--- config.mk ---
export PLATFORM = sky130hd
export DESIGN_NAME = dhfk_ram
export DESIGN_NICKNAME = d
export VERILOG_FILES = /design/src/rtl/core/dhfk_ram.sv
export SDC_FILE = /design/constraint.sdc
export NUM_CORES = 1
export LEC_CHECK = 0
export BUFFER_PORTS_ARGS = -buffer_cell sky130_fd_sc_hd__buf_2
export CORE_ASPECT_RATIO = 1.25
export CORE_MARGIN = 3
export CORE_UTILIZATION = 45
export CTS_CLUSTER_DIAMETER = 150
export DETAILED_ROUTE_END_ITERATION = 10
export REMOVE_ABC_BUFFERS = 1
export SYNTH_ARGS = -nofsm -noshare
export SYNTH_HDL_FRONTEND = slang
export SYNTH_SLANG_ARGS = --single-unit
--- constraint.sdc ---
create_clock -name clk -period 4.5 [get_ports clk]
set_clock_uncertainty 0.05 [all_clocks]
set_input_delay 0.225 -clock clk [delete_from_list [all_inputs] [get_ports clk]]
set_output_delay 0.225 -clock clk [all_outputs]
set_load 0.05 [all_outputs]
--- src/rtl/core/dhfk_ram.sv ---
// Generic single-write, single-read RAM with registered read data.
module dhfk_ram #(
  parameter int WIDTH = 32,
  parameter int DEPTH = 16
) (
  input  logic                                   clk,
  input  logic                                   we,
  input  logic [(DEPTH > 1 ? $clog2(DEPTH) : 1)-1:0] waddr,
  input  logic [WIDTH-1:0]                       wdata,
  input  logic                                   re,
  input  logic [(DEPTH > 1 ? $clog2(DEPTH) : 1)-1:0] raddr,
  output logic [WIDTH-1:0]                       rdata
);
  logic [WIDTH-1:0] mem [DEPTH];

  always_ff @(posedge clk) begin
    if (we) begin
      mem[waddr] <= wdata;
    end
    if (re) begin
      rdata <= mem[raddr];
    end
  end
endmodule

* Yosys cells after proc, flatten, opt, wreduce, memory -nomap -nowiden
Memory sizes are Yosys's and may differ from the RTL's. A register that Yosys moved wholly into a read port is not among the register bits.
Index checks and enable logic that the tools add are counted.
** Word-level totals
- Flip-flop bits (word level) :: 0
- Memories kept :: 1
- RAM bits :: 512
- Logic and storage cells :: 3
- Output and inout port bits :: 32
** Memories
- mem :: depth 16, bits a word 32, rd ports 1, clocked after memory_dff 1, wr ports 1, RTL line 14 : logic [WIDTH-1:0] mem [DEPTH];
** Operators by class
- Muxes and demuxes :: 2
** Operators by type and width (number)
- $mux W1 :: 2

* Depth between registers and ports, before layout
- Depth after elaboration :: 2
- Gate-level depth with buffers :: 5

* Worst setup path before layout
No wires, ideal clock.
- Kind :: input to register
- Start :: in waddr[2] (netlist bit)
- End :: mem mem[0][0] (enable)
- Path slack :: 1.045 ns
- Buffers on the path :: 0
- Data arrival time :: 2.943 ns
- Stages on the path :: 2
- Data required time :: 3.989 ns
- Cells stage by stage :: or3b_2 -> nor3_1
** RTL lines
- start: declaration :: RTL line 8 : input logic [(DEPTH > 1 ? $clog2(DEPTH) : 1)-1:0] waddr,
- end: declaration :: RTL line 14
No word-level cell before the write port.

* Final worst setup path
- Start :: in waddr[3] (netlist bit)
- End :: mem mem[5][27] (enable)
No word-level cell before the write port.

==> results.py <==
metrics = {
    "run_status": {
        "status": "complete, no violations",
    },
    "synthesis": {
        "yosys.area_share.simple": 0.0125,
        "synth_seq_area_share": 0.810,
        "synth_common_cells": "edfxtp_1 (544), mux4_2 (128), a22oi_1 (64)",
        "ys_warn_count": 0,
        "synth_fa_ha_area_frac": 0,
        "synth_compound_area_frac": 0.0238,
        "synth_top_family_by_area": "multiplexers",
        "synth_top_cell_area_share": 0.810,
        "synth.most_common_cell": "edfxtp_1",
        "synth.avg_cell_area_um2": 24.1,
        "synth_seq_cells": 544,
        "synth_cells": 838,
        "yosys.area.top_type": "edfxtp_1",
        "syn_area_um2": 20200,
        "synth_mux_area_frac": 0.143,
        "ys.flop_type": "edfxtp_1",
        "synthXorXnorAreaFrac": 0,
        "ys_types": 17,
        "synthTopCellsByArea": "edfxtp_1 (81%), mux4_2 (14%), a22oi_1 (2.4%)",
        "ys_async_sr_fraction": 0,
        "synth-edff-count": 544,
    },
    "sta": {
        "whs_ns": 0.139,
        "rsz0062_at_grt": "false",
        "maxSlewViolCount": 0,
        "relSlewSlack": 0.233,
        "period_share": 0.422,
        "finalSetupTns_ns": 0,
        "setup_viol": 0,
        "worst_slack_ns": 2.60,
        "hold_viol": 0,
        "period_minus_slack_ns": 1.90,
        "max_freq_ghz": 0.527,
        "max_slew.worst_pin.slew_ns": 1.15,
    },
    "setup_path": {
        "max_stage_delay_ns": 0.99,
        "cp.required_ns": 4.70,
        "crit_arrival_ns": 2.10,
        "critical_path_class": "in -> reg",
        "crit_chain": "buf_2 > nand3b_1 > nor2_4 > buf_4",
        "r2r_slack_ns": 3.00,
        "cp-start-kind": "input pin",
        "crit_slowest_cell": "nor2_4",
        "cp-end-kind": "flip-flop",
        "cp_max_fo": 25,
    },
    "placement": {
        "portBuffers": 74,
        "hpwlAfterDp_mm": 22.7,
        "place_area_um2": 21400,
        "gp_congestion": 0.713,
        "place_ws_ns": 1.95,
    },
    "detailed_routing": {
        "drtPass1Iterations": 6,
        "post_drt_wl_per_cell_um": 27.6,
        "drtAntennaViolNets": 0,
        "drt-total-wl_mm": 43.9,
        "vias": 9214,
        "viasPerCell": 5.79,
        "drc": 0,
        "drt-initial-drc-count": 769,
    },
    "clock_tree": {
        "clock_path_buffers": 3,
        "clkSinkCount": 544,
        "cts_repair_resize_count": 0,
        "path_clk_slew_ns": 0.07,
        "clkLatencyLatePin_ns": 0.55,
        "cts_tree": "yes",
        "cts-root-buf": "clkbuf_16",
        "numCtsBuffers": 51,
        "cts_setup_buffers": 0,
        "h-tree-depth": 2,
    },
    "power_and_ir_drop": {
        "power_leakage_uw": 0.00739,
        "internal-power_uw": 8110,
        "vdd.ir_drop.worst_uv": 267,
        "p_sw_uw": 2170,
        "power_switching_share": 0.211,
        "power_density_nw_per_um2": 442,
        "pwr-share-seq": 0.558,
        "power_frac_clock": 0.384,
        "comb_power_share": 0.058,
    },
    "grt": {
        "grt_max_degree": 58,
        "grt_antenna_before_repair": 2,
        "grt_pass1_wl_mm": 65.8,
        "grt.total_usage": 0.188,
        "first_global_vias": 9756,
        "grt_overflow_total": 0,
    },
    "cells_and_area": {
        "design_area_um2": 23300,
        "seq_area_um2": 16300,
        "nNetsFinal": 1025,
        "syn_to_final_growth_pct": 15.3,
        "fill_cells": 3392,
        "multi_input_area_um2": 3750,
        "drive_gt1_frac": 0.308,
    },
    "floorplan": {
        "rows": 86,
        "core_um2": 44200,
        "initial_utilization": 0.456,
        "die_area_um2": 47400,
        "pin_count": 75,
        "dieWidth_um": 195,
        "die_h_um": 243,
    },
    "worst_hold_path": {
        "min_path_type": "in -> reg",
    },
    "run": {
        "cap_violations": 0,
    },
}
==> per-layer routing <==
metal / up-vias / part of all wire / wire [um] / global-route usage
li1: 3888 / - / - / -
met1: 4966 / 0.42 / 18200 / 0.264
met2: 300 / 0.51 / 22300 / 0.310
met3: 60 / 0.059 / 2570 / 0.0300
met4: 0 / 0.020 / 869 / 0.0506
met5: - / 0 / 0 / 0
==> sequential cells by signal, indices dropped and copies added, names as in the netlist <==
| signal | count |
|---|---|
| mem | 512 |
| rdata | 32 |
==> cell type report <==
cell class | instances | area share
Multi-Input combinational cell | 251 | 0.161
Tap cell | 572 | 0.0308
Antenna cell | 2 | 0.000215
Clock inverter | 27 | 0.00780
Timing Repair Buffer | 134 | 0.0408
Sequential cell | 544 | 0.702
Clock buffer | 62 | 0.0567
==> stage by stage <==
stage	std cells	util	power (uW)
final	1592	0.526	10300
after CTS	1590	0.526	10400
after global routing	1592	0.526	10600
after global placement	1469	0.485	6420
after floorplan	795	-	6150
after detailed placement	1469	0.485	6430
==> final timing paths <==
kind | depth (start not counted) | from | end
max | 4 | waddr[3] | mem[5][27]
min | 2 | waddr[0] | mem[0][8]
max reg2reg | 3 | mem[3][24] | rdata[24]
min reg2reg | 3 | mem[15][28] | rdata[28]
==> worst max-delay path: cells and delay by family <==
family                 cells  cell delay (ns)
buffers and inverters      2             0.48
AND/OR/NAND/NOR            2             1.37
==> kinds of logic after synthesis <==
logic type / Yosys count
and+or+nand+nor: 59
muxes: 128
buffers and inverters: 43
DFF: 544
AOI/OAI and AO/OA: 64
==> cells in the final DEF, fill, tap and decap left out, types with 2 or more instances in the layout <==
| cell type | n |
|---|---|
| nand3b_1 | 2 |
| nor3_2 | 4 |
| nor2b_4 | 2 |
| clkinv_2 | 5 |
| nand2b_1 | 2 |
| inv_6 | 2 |
| edfxtp_1 | 544 |
| clkinvlp_4 | 3 |
| bufinv_16 | 2 |
| buf_2 | 72 |
| diode_2 | 2 |
| buf_12 | 3 |
| dlygate4sd3_1 | 32 |
| a22oi_1 | 64 |
| clkinv_1 | 15 |
| clkbuf_1 | 11 |
| buf_4 | 26 |
| clkbuf_16 | 51 |
| nor2_4 | 13 |
| nand2_1 | 33 |
| mux4_2 | 128 |
==> power groups by stage <==
stage                     Clock, uW  Combinational [uW]  Sequential (uW)
after global routing           4240                 637             5750
after CTS                      4040                 604             5740
after detailed placement          0                 580             5850
final                          3950                 592             5740
after global placement            0                 573             5850
after floorplan                   0                 219             5930
==> what timing repair did <==
action | in CTS | in global routing
endpoints found under the setup margin | 0 | 0
hold buffers | 32 | 0
endpoints found under the hold margin | 512 | 0
No activity file was read; power rests on OpenSTA's default activity.
