### config.mk
export PLATFORM = sky130hd
export DESIGN_NAME = dhfk_cordic
export DESIGN_NICKNAME = d
export VERILOG_FILES = /design/src/rtl/core/dhfk_pkg.sv /design/src/rtl/core/dhfk_cordic.sv
export SDC_FILE = /design/constraint.sdc
export NUM_CORES = 1
export LEC_CHECK = 0
export ABC_AREA = 1
export BUFFER_PORTS_ARGS = -buffer_cell sky130_fd_sc_hd__buf_4
export CORE_ASPECT_RATIO = 1.75
export CORE_MARGIN = 2
export CORE_UTILIZATION = 30
export DETAILED_ROUTE_END_ITERATION = 10
export SLEW_MARGIN = 25
export SYNTH_ARGS = -nofsm -noshare
export SYNTH_HDL_FRONTEND = slang
export SYNTH_SLANG_ARGS = --single-unit
### constraint.sdc
create_clock -name clk -period 10.01 [get_ports clk]
set_input_delay 2.002 -clock clk [delete_from_list [all_inputs] [get_ports clk]]
set_output_delay 2.002 -clock clk [all_outputs]
set_load 0.1 [all_outputs]
### src/rtl/core/dhfk_pkg.sv
// Shared types and constants for the DH forward kinematics chain.
package dhfk_pkg;

  localparam logic FUNC_LOAD  = 1'b0;
  localparam logic FUNC_JOINT = 1'b1;

  localparam logic REG_JOINT_COUNT = 1'b0;
  localparam logic REG_TOOL_ENABLE = 1'b1;

  localparam int CFG_DATA_W = 4;

  localparam logic signed [31:0] ONE_Q16     = 32'sd65536;
  localparam logic signed [33:0] CORDIC_GAIN = 34'sd652032874;

  typedef struct packed {
    logic              func;
    logic [3:0]        entry_index;
    logic              joint_kind;
    logic signed [31:0] twist_angle;
    logic signed [31:0] link_length;
    logic signed [31:0] link_offset;
    logic signed [31:0] angle_offset;
    logic signed [31:0] joint_value;
  } in_t;

  typedef struct packed {
    logic [3:0]         frame_index;
    logic [1:0]         row_index;
    logic signed [31:0] col_x;
    logic signed [31:0] col_y;
    logic signed [31:0] col_z;
    logic signed [31:0] col_pos;
    logic               last_row;
  } out_t;

  function automatic logic [31:0] atan_lut(input logic [4:0] i);
    logic [31:0] v;
    case (i)
      5'd0:  v = 32'h20000000;
      5'd1:  v = 32'h12E4051E;
      5'd2:  v = 32'h09FB385B;
      5'd3:  v = 32'h051111D4;
      5'd4:  v = 32'h028B0D43;
      5'd5:  v = 32'h0145D7E1;
      5'd6:  v = 32'h00A2F61E;
      5'd7:  v = 32'h00517C55;
      5'd8:  v = 32'h0028BE53;
      5'd9:  v = 32'h00145F2F;
      5'd10: v = 32'h000A2F98;
      5'd11: v = 32'h000517CC;
      5'd12: v = 32'h00028BE6;
      5'd13: v = 32'h000145F3;
      5'd14: v = 32'h0000A2FA;
      5'd15: v = 32'h0000517D;
      5'd16: v = 32'h000028BE;
      5'd17: v = 32'h0000145F;
      5'd18: v = 32'h00000A30;
      5'd19: v = 32'h00000518;
      5'd20: v = 32'h0000028C;
      5'd21: v = 32'h00000146;
      5'd22: v = 32'h000000A3;
      5'd23: v = 32'h00000051;
      5'd24: v = 32'h00000029;
      5'd25: v = 32'h00000014;
      5'd26: v = 32'h0000000A;
      5'd27: v = 32'h00000005;
      5'd28: v = 32'h00000003;
      5'd29: v = 32'h00000001;
      5'd30: v = 32'h00000001;
      default: v = 32'h00000000;
    endcase
    return v;
  endfunction

endpackage

### src/rtl/core/dhfk_cordic.sv
// Iterative rotation-mode CORDIC giving Q16 sine and cosine of a binary angle.
module dhfk_cordic #(
  parameter int CORDIC_STEPS = 24
) (
  input  logic               clk,
  input  logic               rst,
  input  logic               start,
  input  logic [31:0]        angle,
  output logic               busy,
  output logic signed [31:0] sin_q,
  output logic signed [31:0] cos_q
);
  import dhfk_pkg::*;

  localparam int N    = (CORDIC_STEPS > 32) ? 32 : CORDIC_STEPS;
  localparam int CNTW = $clog2(N);

  logic signed [33:0] x, y, z;
  logic               fold;
  logic [CNTW-1:0]    cnt;
  logic [4:0]         idx;
  logic signed [33:0] dx, dy, at;
  logic               fold_c;
  logic [31:0]        a_c;
  logic signed [33:0] xr, yr;

  assign idx    = 5'(cnt);
  assign dx     = y >>> idx;
  assign dy     = x >>> idx;
  assign at     = $signed({2'b00, atan_lut(idx)});
  assign fold_c = (angle + 32'h40000000) >> 31 != 32'd0;
  assign a_c    = fold_c ? angle + 32'h80000000 : angle;
  assign xr     = (x + 34'sd8192) >>> 14;
  assign yr     = (y + 34'sd8192) >>> 14;
  assign cos_q  = fold ? -xr[31:0] : xr[31:0];
  assign sin_q  = fold ? -yr[31:0] : yr[31:0];

  always_ff @(posedge clk) begin
    if (rst) begin
      busy <= 1'b0;
    end else if (start) begin
      busy <= 1'b1;
      cnt  <= '0;
      fold <= fold_c;
      x    <= CORDIC_GAIN;
      y    <= '0;
      z    <= {{2{a_c[31]}}, a_c};
    end else if (busy) begin
      if (z >= 0) begin
        x <= x - dx;
        y <= y + dy;
        z <= z - at;
      end else begin
        x <= x + dx;
        y <= y - dy;
        z <= z + at;
      end
      cnt <= cnt + 1'b1;
      if (cnt == CNTW'(N - 1)) begin
        busy <= 1'b0;
      end
    end
  end
endmodule

# == Word-level counts from Yosys, hierarchy flattened ==
# Memories as Yosys holds them, arrays and structs flattened. A register that Yosys moved wholly into a read port is not among the register bits.
# Index checks and enable logic that the tools add are counted.
# classes
add_sub_neg,13
n_lt_le_gt_ge,1
n_eq_ne,1
shift,2
mux,16
n_bitwise,1
reduce_logical,3
# op_table
operator,count
34-bit two-way mux,7
32-bit two-way mux,3
"34-bit by 15-bit adder with 34-bit output, second input constant",2
34-bit adder,2
34-bit by 5-bit >>> shifter with 34-bit output,2
34-bit subtractor,2
32-bit negation,2
34-bit by 33-bit adder with 34-bit output,1
"34-bit by 1-bit greater-or-equal comparator with 1-bit output, second input constant",1
34-bit by 33-bit subtractor with 34-bit output,1
"32-bit by 31-bit adder with 32-bit output, second input constant",1
"32-bit adder, second input constant",1
5-bit two-way mux,3
"5-bit by 1-bit adder with 5-bit output, second input constant",1
"5-bit equality test, second input constant",1
2-bit AND reduction,2
1-bit two-way mux,3
2-bit nonzero test,1
1-bit inverter,1
# word_totals
regBits,109
mem_bits_ro,960
wordCells,44
memories,1
# memory_table
memory,words,word_bits,rd,rd_ports_with_merged_regs,wr,line_no,text
(name not given),32,30,1,1,0,dhfk_pkg.sv:38,case (i)

# == Depth between registers and ports, before layout ==
# logic_depth
word_depth,4
depth_mapped,34
mapped_depth_nobuf,32

# == Worst setup path before layout ==
# OpenSTA, ideal clock, no wires.
# synth_timing
path_kind,reg2out
startpoint,register x[13]
endpoint,output port cos_q[14]
arrival_ns,3.805
required_ns,8.008
setup_slack_ns,4.203
path_stages_with_launch,12
n_path_buf,0
path_cell_list,edfxtp_1 ha_1 inv_1 ha_1 nand2_1 nor2_1 nand2_1 nor2_1 nand4_1 nor2_1 nor2_1 xnor2_1
# synth_via
elab_chain_len,3
# synth_lines
element,line_no,text
start: declaration,dhfk_cordic.sv:18,"logic signed [33:0] x, y, z;"
start signal: assignment,dhfk_cordic.sv:50,x <= x - dx;
start signal: assignment,dhfk_cordic.sv:54,x <= x + dx;
34-bit by 15-bit adder with 34-bit output (*),dhfk_cordic.sv:33,assign xr = (x + 34'sd8192) >>> 14;
32-bit negation,dhfk_cordic.sv:35,assign cos_q = fold ? -xr[31:0] : xr[31:0];
32-bit two-way mux (*),dhfk_cordic.sv:35,
end: declaration,dhfk_cordic.sv:11,output logic signed [31:0] cos_q
# Every way passes the cells marked *; elsewhere a longest branch is shown, timed or not.

# == Final worst setup path ==
# layout_timing
startpoint,register cnt[0]
endpoint,"register x[25], data pin"
# layout_via
elab_chain_len,4
# layout_lines
element,line_no,text
start: declaration,dhfk_cordic.sv:20,logic [CNTW-1:0] cnt;
start signal: assignment,dhfk_cordic.sv:58,cnt <= cnt + 1'b1;
34-bit by 5-bit >>> shifter with 34-bit output (*),dhfk_cordic.sv:28,assign dx = y >>> idx;
34-bit adder / 34-bit subtractor (equally long branches),"dhfk_cordic.sv:54, dhfk_cordic.sv:50",
34-bit two-way mux (*),dhfk_cordic.sv:49,if (z >= 0) begin
34-bit two-way mux (*),dhfk_cordic.sv:48,end else if (busy) begin
# Every way passes the cells marked *; elsewhere a longest branch is shown, timed or not. The select of a mux whose other input is x is not followed.
# A chain may end at the register's enable or synchronous reset.

==> results_dict.tcl <==
set metrics [dict create \
    netlist_area_mm2 0.0194 \
    setup_violations 0 \
    initial_core_util_pct 30.2 \
    hold_slack_ns 0.593 \
    drt-total-wl_mm 72.3 \
    slew_viol_final 0 \
    areaGrowthSynthToFinish_pct 10.0 \
    grt_max_degree 69 \
    rows 123 \
    syn_inst 3184 \
    avgSynthCellArea_um2 6.08 \
    critical_path_required_ns 10.23 \
    die_h_um 340 \
    overflow 0 \
    cts_tree "done" \
    finalCoreUtilization_pct 33.3 \
    clk_pin_slew_ns 0.07 \
    vias 21400 \
    grt_first_pass_wirelength_mm 111 \
    via_per_inst 5.31 \
    status "complete, no violations" \
    hold_viol_final 0 \
    nNetsFinal 3363 \
    postCtsSetupRepairBufs 0 \
    crit_arrival_ns 5.93 \
    synthesis.nets 3336 \
    drtPass1Iterations 8 \
    clock_skew_ns 0.0168 \
    ir_drop_uv 129 \
    die-area_mm2 0.0667 \
    async_reset_ff_share_pct 0 \
    tns_ns 0 \
    fill_cells 7240 \
    cts_sinks 139 \
    cts_root_buf "clkbuf_16" \
    max_clock_freq_ghz 0.175 \
    gp_congestion 0.944 \
    ys_warn_count 0 \
    synth_flop_cell "edfxtp_1" \
    io_pins 100 \
    p_leak_uw 0.0101 \
    synth-seq-cells 139 \
    min_period_ns 5.71 \
    drt_iter0_markers 1450 \
    cts_hold_buf 0 \
    worstHoldPathType "flip-flop to flip-flop" \
    diodes 0 \
    synth-seq-area-share_pct 20.0 \
    worst_setup_path_start_kind "flip-flop" \
    hpwlAfterDp_mm 57.9 \
    path_class "flip-flop to flip-flop" \
    clockBufferDepth 2 \
    core_area_mm2 0.0640 \
    ctsResizeCount 0 \
    drv_cap 0 \
    place_area_mm2 0.0207 \
    cts_max_level 4 \
    insertion_delay_ns 0.48 \
    fin_area_mm2 0.0213 \
    post_drt_wl_per_cell_um 17.9 \
    cp-end-kind "flip-flop" \
    synth-edff-count 108 \
    rsz0062_at_grt "false" \
    grt_pass1_vias 21000 \
    drc 0 \
    cp_max_fo 68 \
    power_uw 6070 \
    drtAntennaViolNets 0 \
    fin_crit_sh_pct 57.1 \
    die_x_um 196 \
    port_buffers 99 \
    netlist-cell-type-count 60 \
    layout-drive-gt1-share_pct 8.19 \
    grt_util_all_layers_pct 21.4 \
    numCtsBuffers 17 \
    relSlewSlack_pct 30.4 \
    antenna_found_initial 1 \
    tightest_slew_ns 1.04 \
    p_per_area_mw_per_mm2 285 \
]
-- logic make-up (layout without fill, tap and decap cells) --
| group | after synthesis | after routing | synth area share (%) |
|---|---|---|---|
| simple gates | 1807 | 1807 | 40.9 |
| compound gates | 498 | 498 | 14.7 |
| buf+inv | 471 | 511 | 9.81 |
| xor+xnor | 152 | 152 | 6.95 |
| flops | 139 | 139 | 20.0 |
| fa+ha+maj | 117 | 117 | 7.68 |
-- cell usage in the layout, fill, tap and decap left out, drive strengths merged, types with 2 or more instances in the layout --
cell / synthesis / routed
a211oi: 6 / 6
a21oi: 177 / 177
nand3: 493 / 493
a31oi: 23 / 23
o21a: 16 / 16
xor2: 98 / 98
nand3b: 7 / 7
edfxtp: 108 / 108
a21boi: 11 / 11
o21ai: 198 / 198
o31ai: 10 / 10
clkinv: 1 / 3
o2111ai: 4 / 4
o21bai: 9 / 9
a21o: 12 / 12
nor4: 10 / 10
o221ai: 10 / 10
nand4: 38 / 38
xnor2: 54 / 54
o22ai: 4 / 4
ha: 114 / 114
nor2: 311 / 311
buf: 68 / 118
inv: 360 / 371
a221oi: 8 / 8
dfxtp: 31 / 31
clkbuf: 42 / 19
nand2: 878 / 878
a31o: 2 / 2
or2: 31 / 31
nor3: 37 / 37
o211ai: 3 / 3
fa: 3 / 3
-- critical path, cell delays in order, from the launching register on --
cell and delay (ns):
edfxtp_1 0.72, buf_4 0.33, inv_6 0.23, nand2_1 0.15
nand3_1 0.12, nand3_1 0.19, nand3_1 0.09, nand2_1 0.14
nand2_1 0.06, nand2_1 0.13, ha_1 0.18, nand2_1 0.13
o31ai_1 0.26, xor2_1 0.40, ha_1 0.36, inv_1 0.09
o21bai_1 0.08, a31oi_1 0.18, o21ai_0 0.19, nand2_1 0.10
nand2_1 0.11, inv_1 0.13, o21ai_0 0.13, a21boi_0 0.48
o21ai_0 0.23, a21oi_1 0.16, o21ai_0 0.10
-- metrics by stage --
stage          setup slack, ns  std cells
2_1_floorplan             4.20       3184
3_3_place_gp              3.82       4003
3_5_place_dp              3.87       4003
4_1_cts                   3.89       4035
5_1_grt                   3.78       4036
6_report                  4.30       4036
-- layer usage --
layer	GRT usage [%]	vias up	share of wire, %
li1	-	10700	-
met1	20.7	9813	35
met2	41.6	682	53
met3	2.05	231	3.5
met4	15.9	2	7.8
met5	0	-	0.022
-- state kept, by name, summed over array words and instances, names as in the netlist --
name / flops
fold: 1
busy: 1
cnt: 5
y: 34
x: 34
z: 34
at: 30
-- final cells by class --
type	count	area (um2)	share of cell area, %
timing repair buffer	118	893	4.19
clock buffer	19	454	2.13
multi-input combinational	2574	13600	63.8
sequential	139	3860	18.1
inverter	361	1360	6.39
clock inverter	13	119	0.558
tap	812	1020	4.77
-- path summary, 6_finish.rpt --
| path | cells after the start | start | slack (ns) | end |
|---|---|---|---|---|
| min | 4 | busy$_SDFF_PP0_ | 0.59 | busy$_SDFF_PP0_ |
| max reg2reg | 26 | cnt[0]$_SDFFCE_PP0P_ | 4.30 | x[25]$_SDFFCE_PP1P_ |
| min reg2reg | 4 | busy$_SDFF_PP0_ | 0.59 | busy$_SDFF_PP0_ |
| max | 26 | cnt[0]$_SDFFCE_PP0P_ | 4.30 | x[25]$_SDFFCE_PP1P_ |
-- Yosys cell counts, types with 4 or more instances --
cell type,n,area [um2]
clkbuf_1,42,158
nor2_4,6,67.6
inv_1,348,1310
a21boi_0,10,75.1
nor3_1,29,145
a31oi_1,23,144
o21a_1,16,120
nor3_2,8,80.1
o21ai_1,23,115
nand2_2,14,87.6
a21oi_1,177,886
o21ai_0,168,841
nand2_1,863,3240
ha_1,114,1430
nor2_1,296,1110
buf_2,31,155
nand3_2,16,160
a211oi_1,6,45.0
a221oi_1,8,70.1
nand4_1,37,231
nor4_1,10,62.6
o21bai_1,9,67.6
nand3b_1,7,52.6
buf_6,5,56.3
or2_2,31,194
nor2_2,9,56.3
o221ai_1,10,87.6
xor2_1,96,841
inv_2,11,41.3
o21ai_2,6,52.6
xnor2_1,54,473
dfxtp_1,31,621
o31ai_1,10,75.1
edfxtp_1,108,3240
buf_1,24,90.1
o2111ai_1,4,35.0
nand3_1,477,2390
a21o_1,12,90.1
buf_4,6,45.0
-- where the power goes --
group	internal [uW]	leakage [uW]	total (uW)	switching, uW
Combinational	1270	0.00854	4360	3090
Clock	343	0.000288	665	322
Sequential	831	0.00130	1050	216
Total	2440	0.0101	6070	3620
Power figures use the tool's default switching activity.
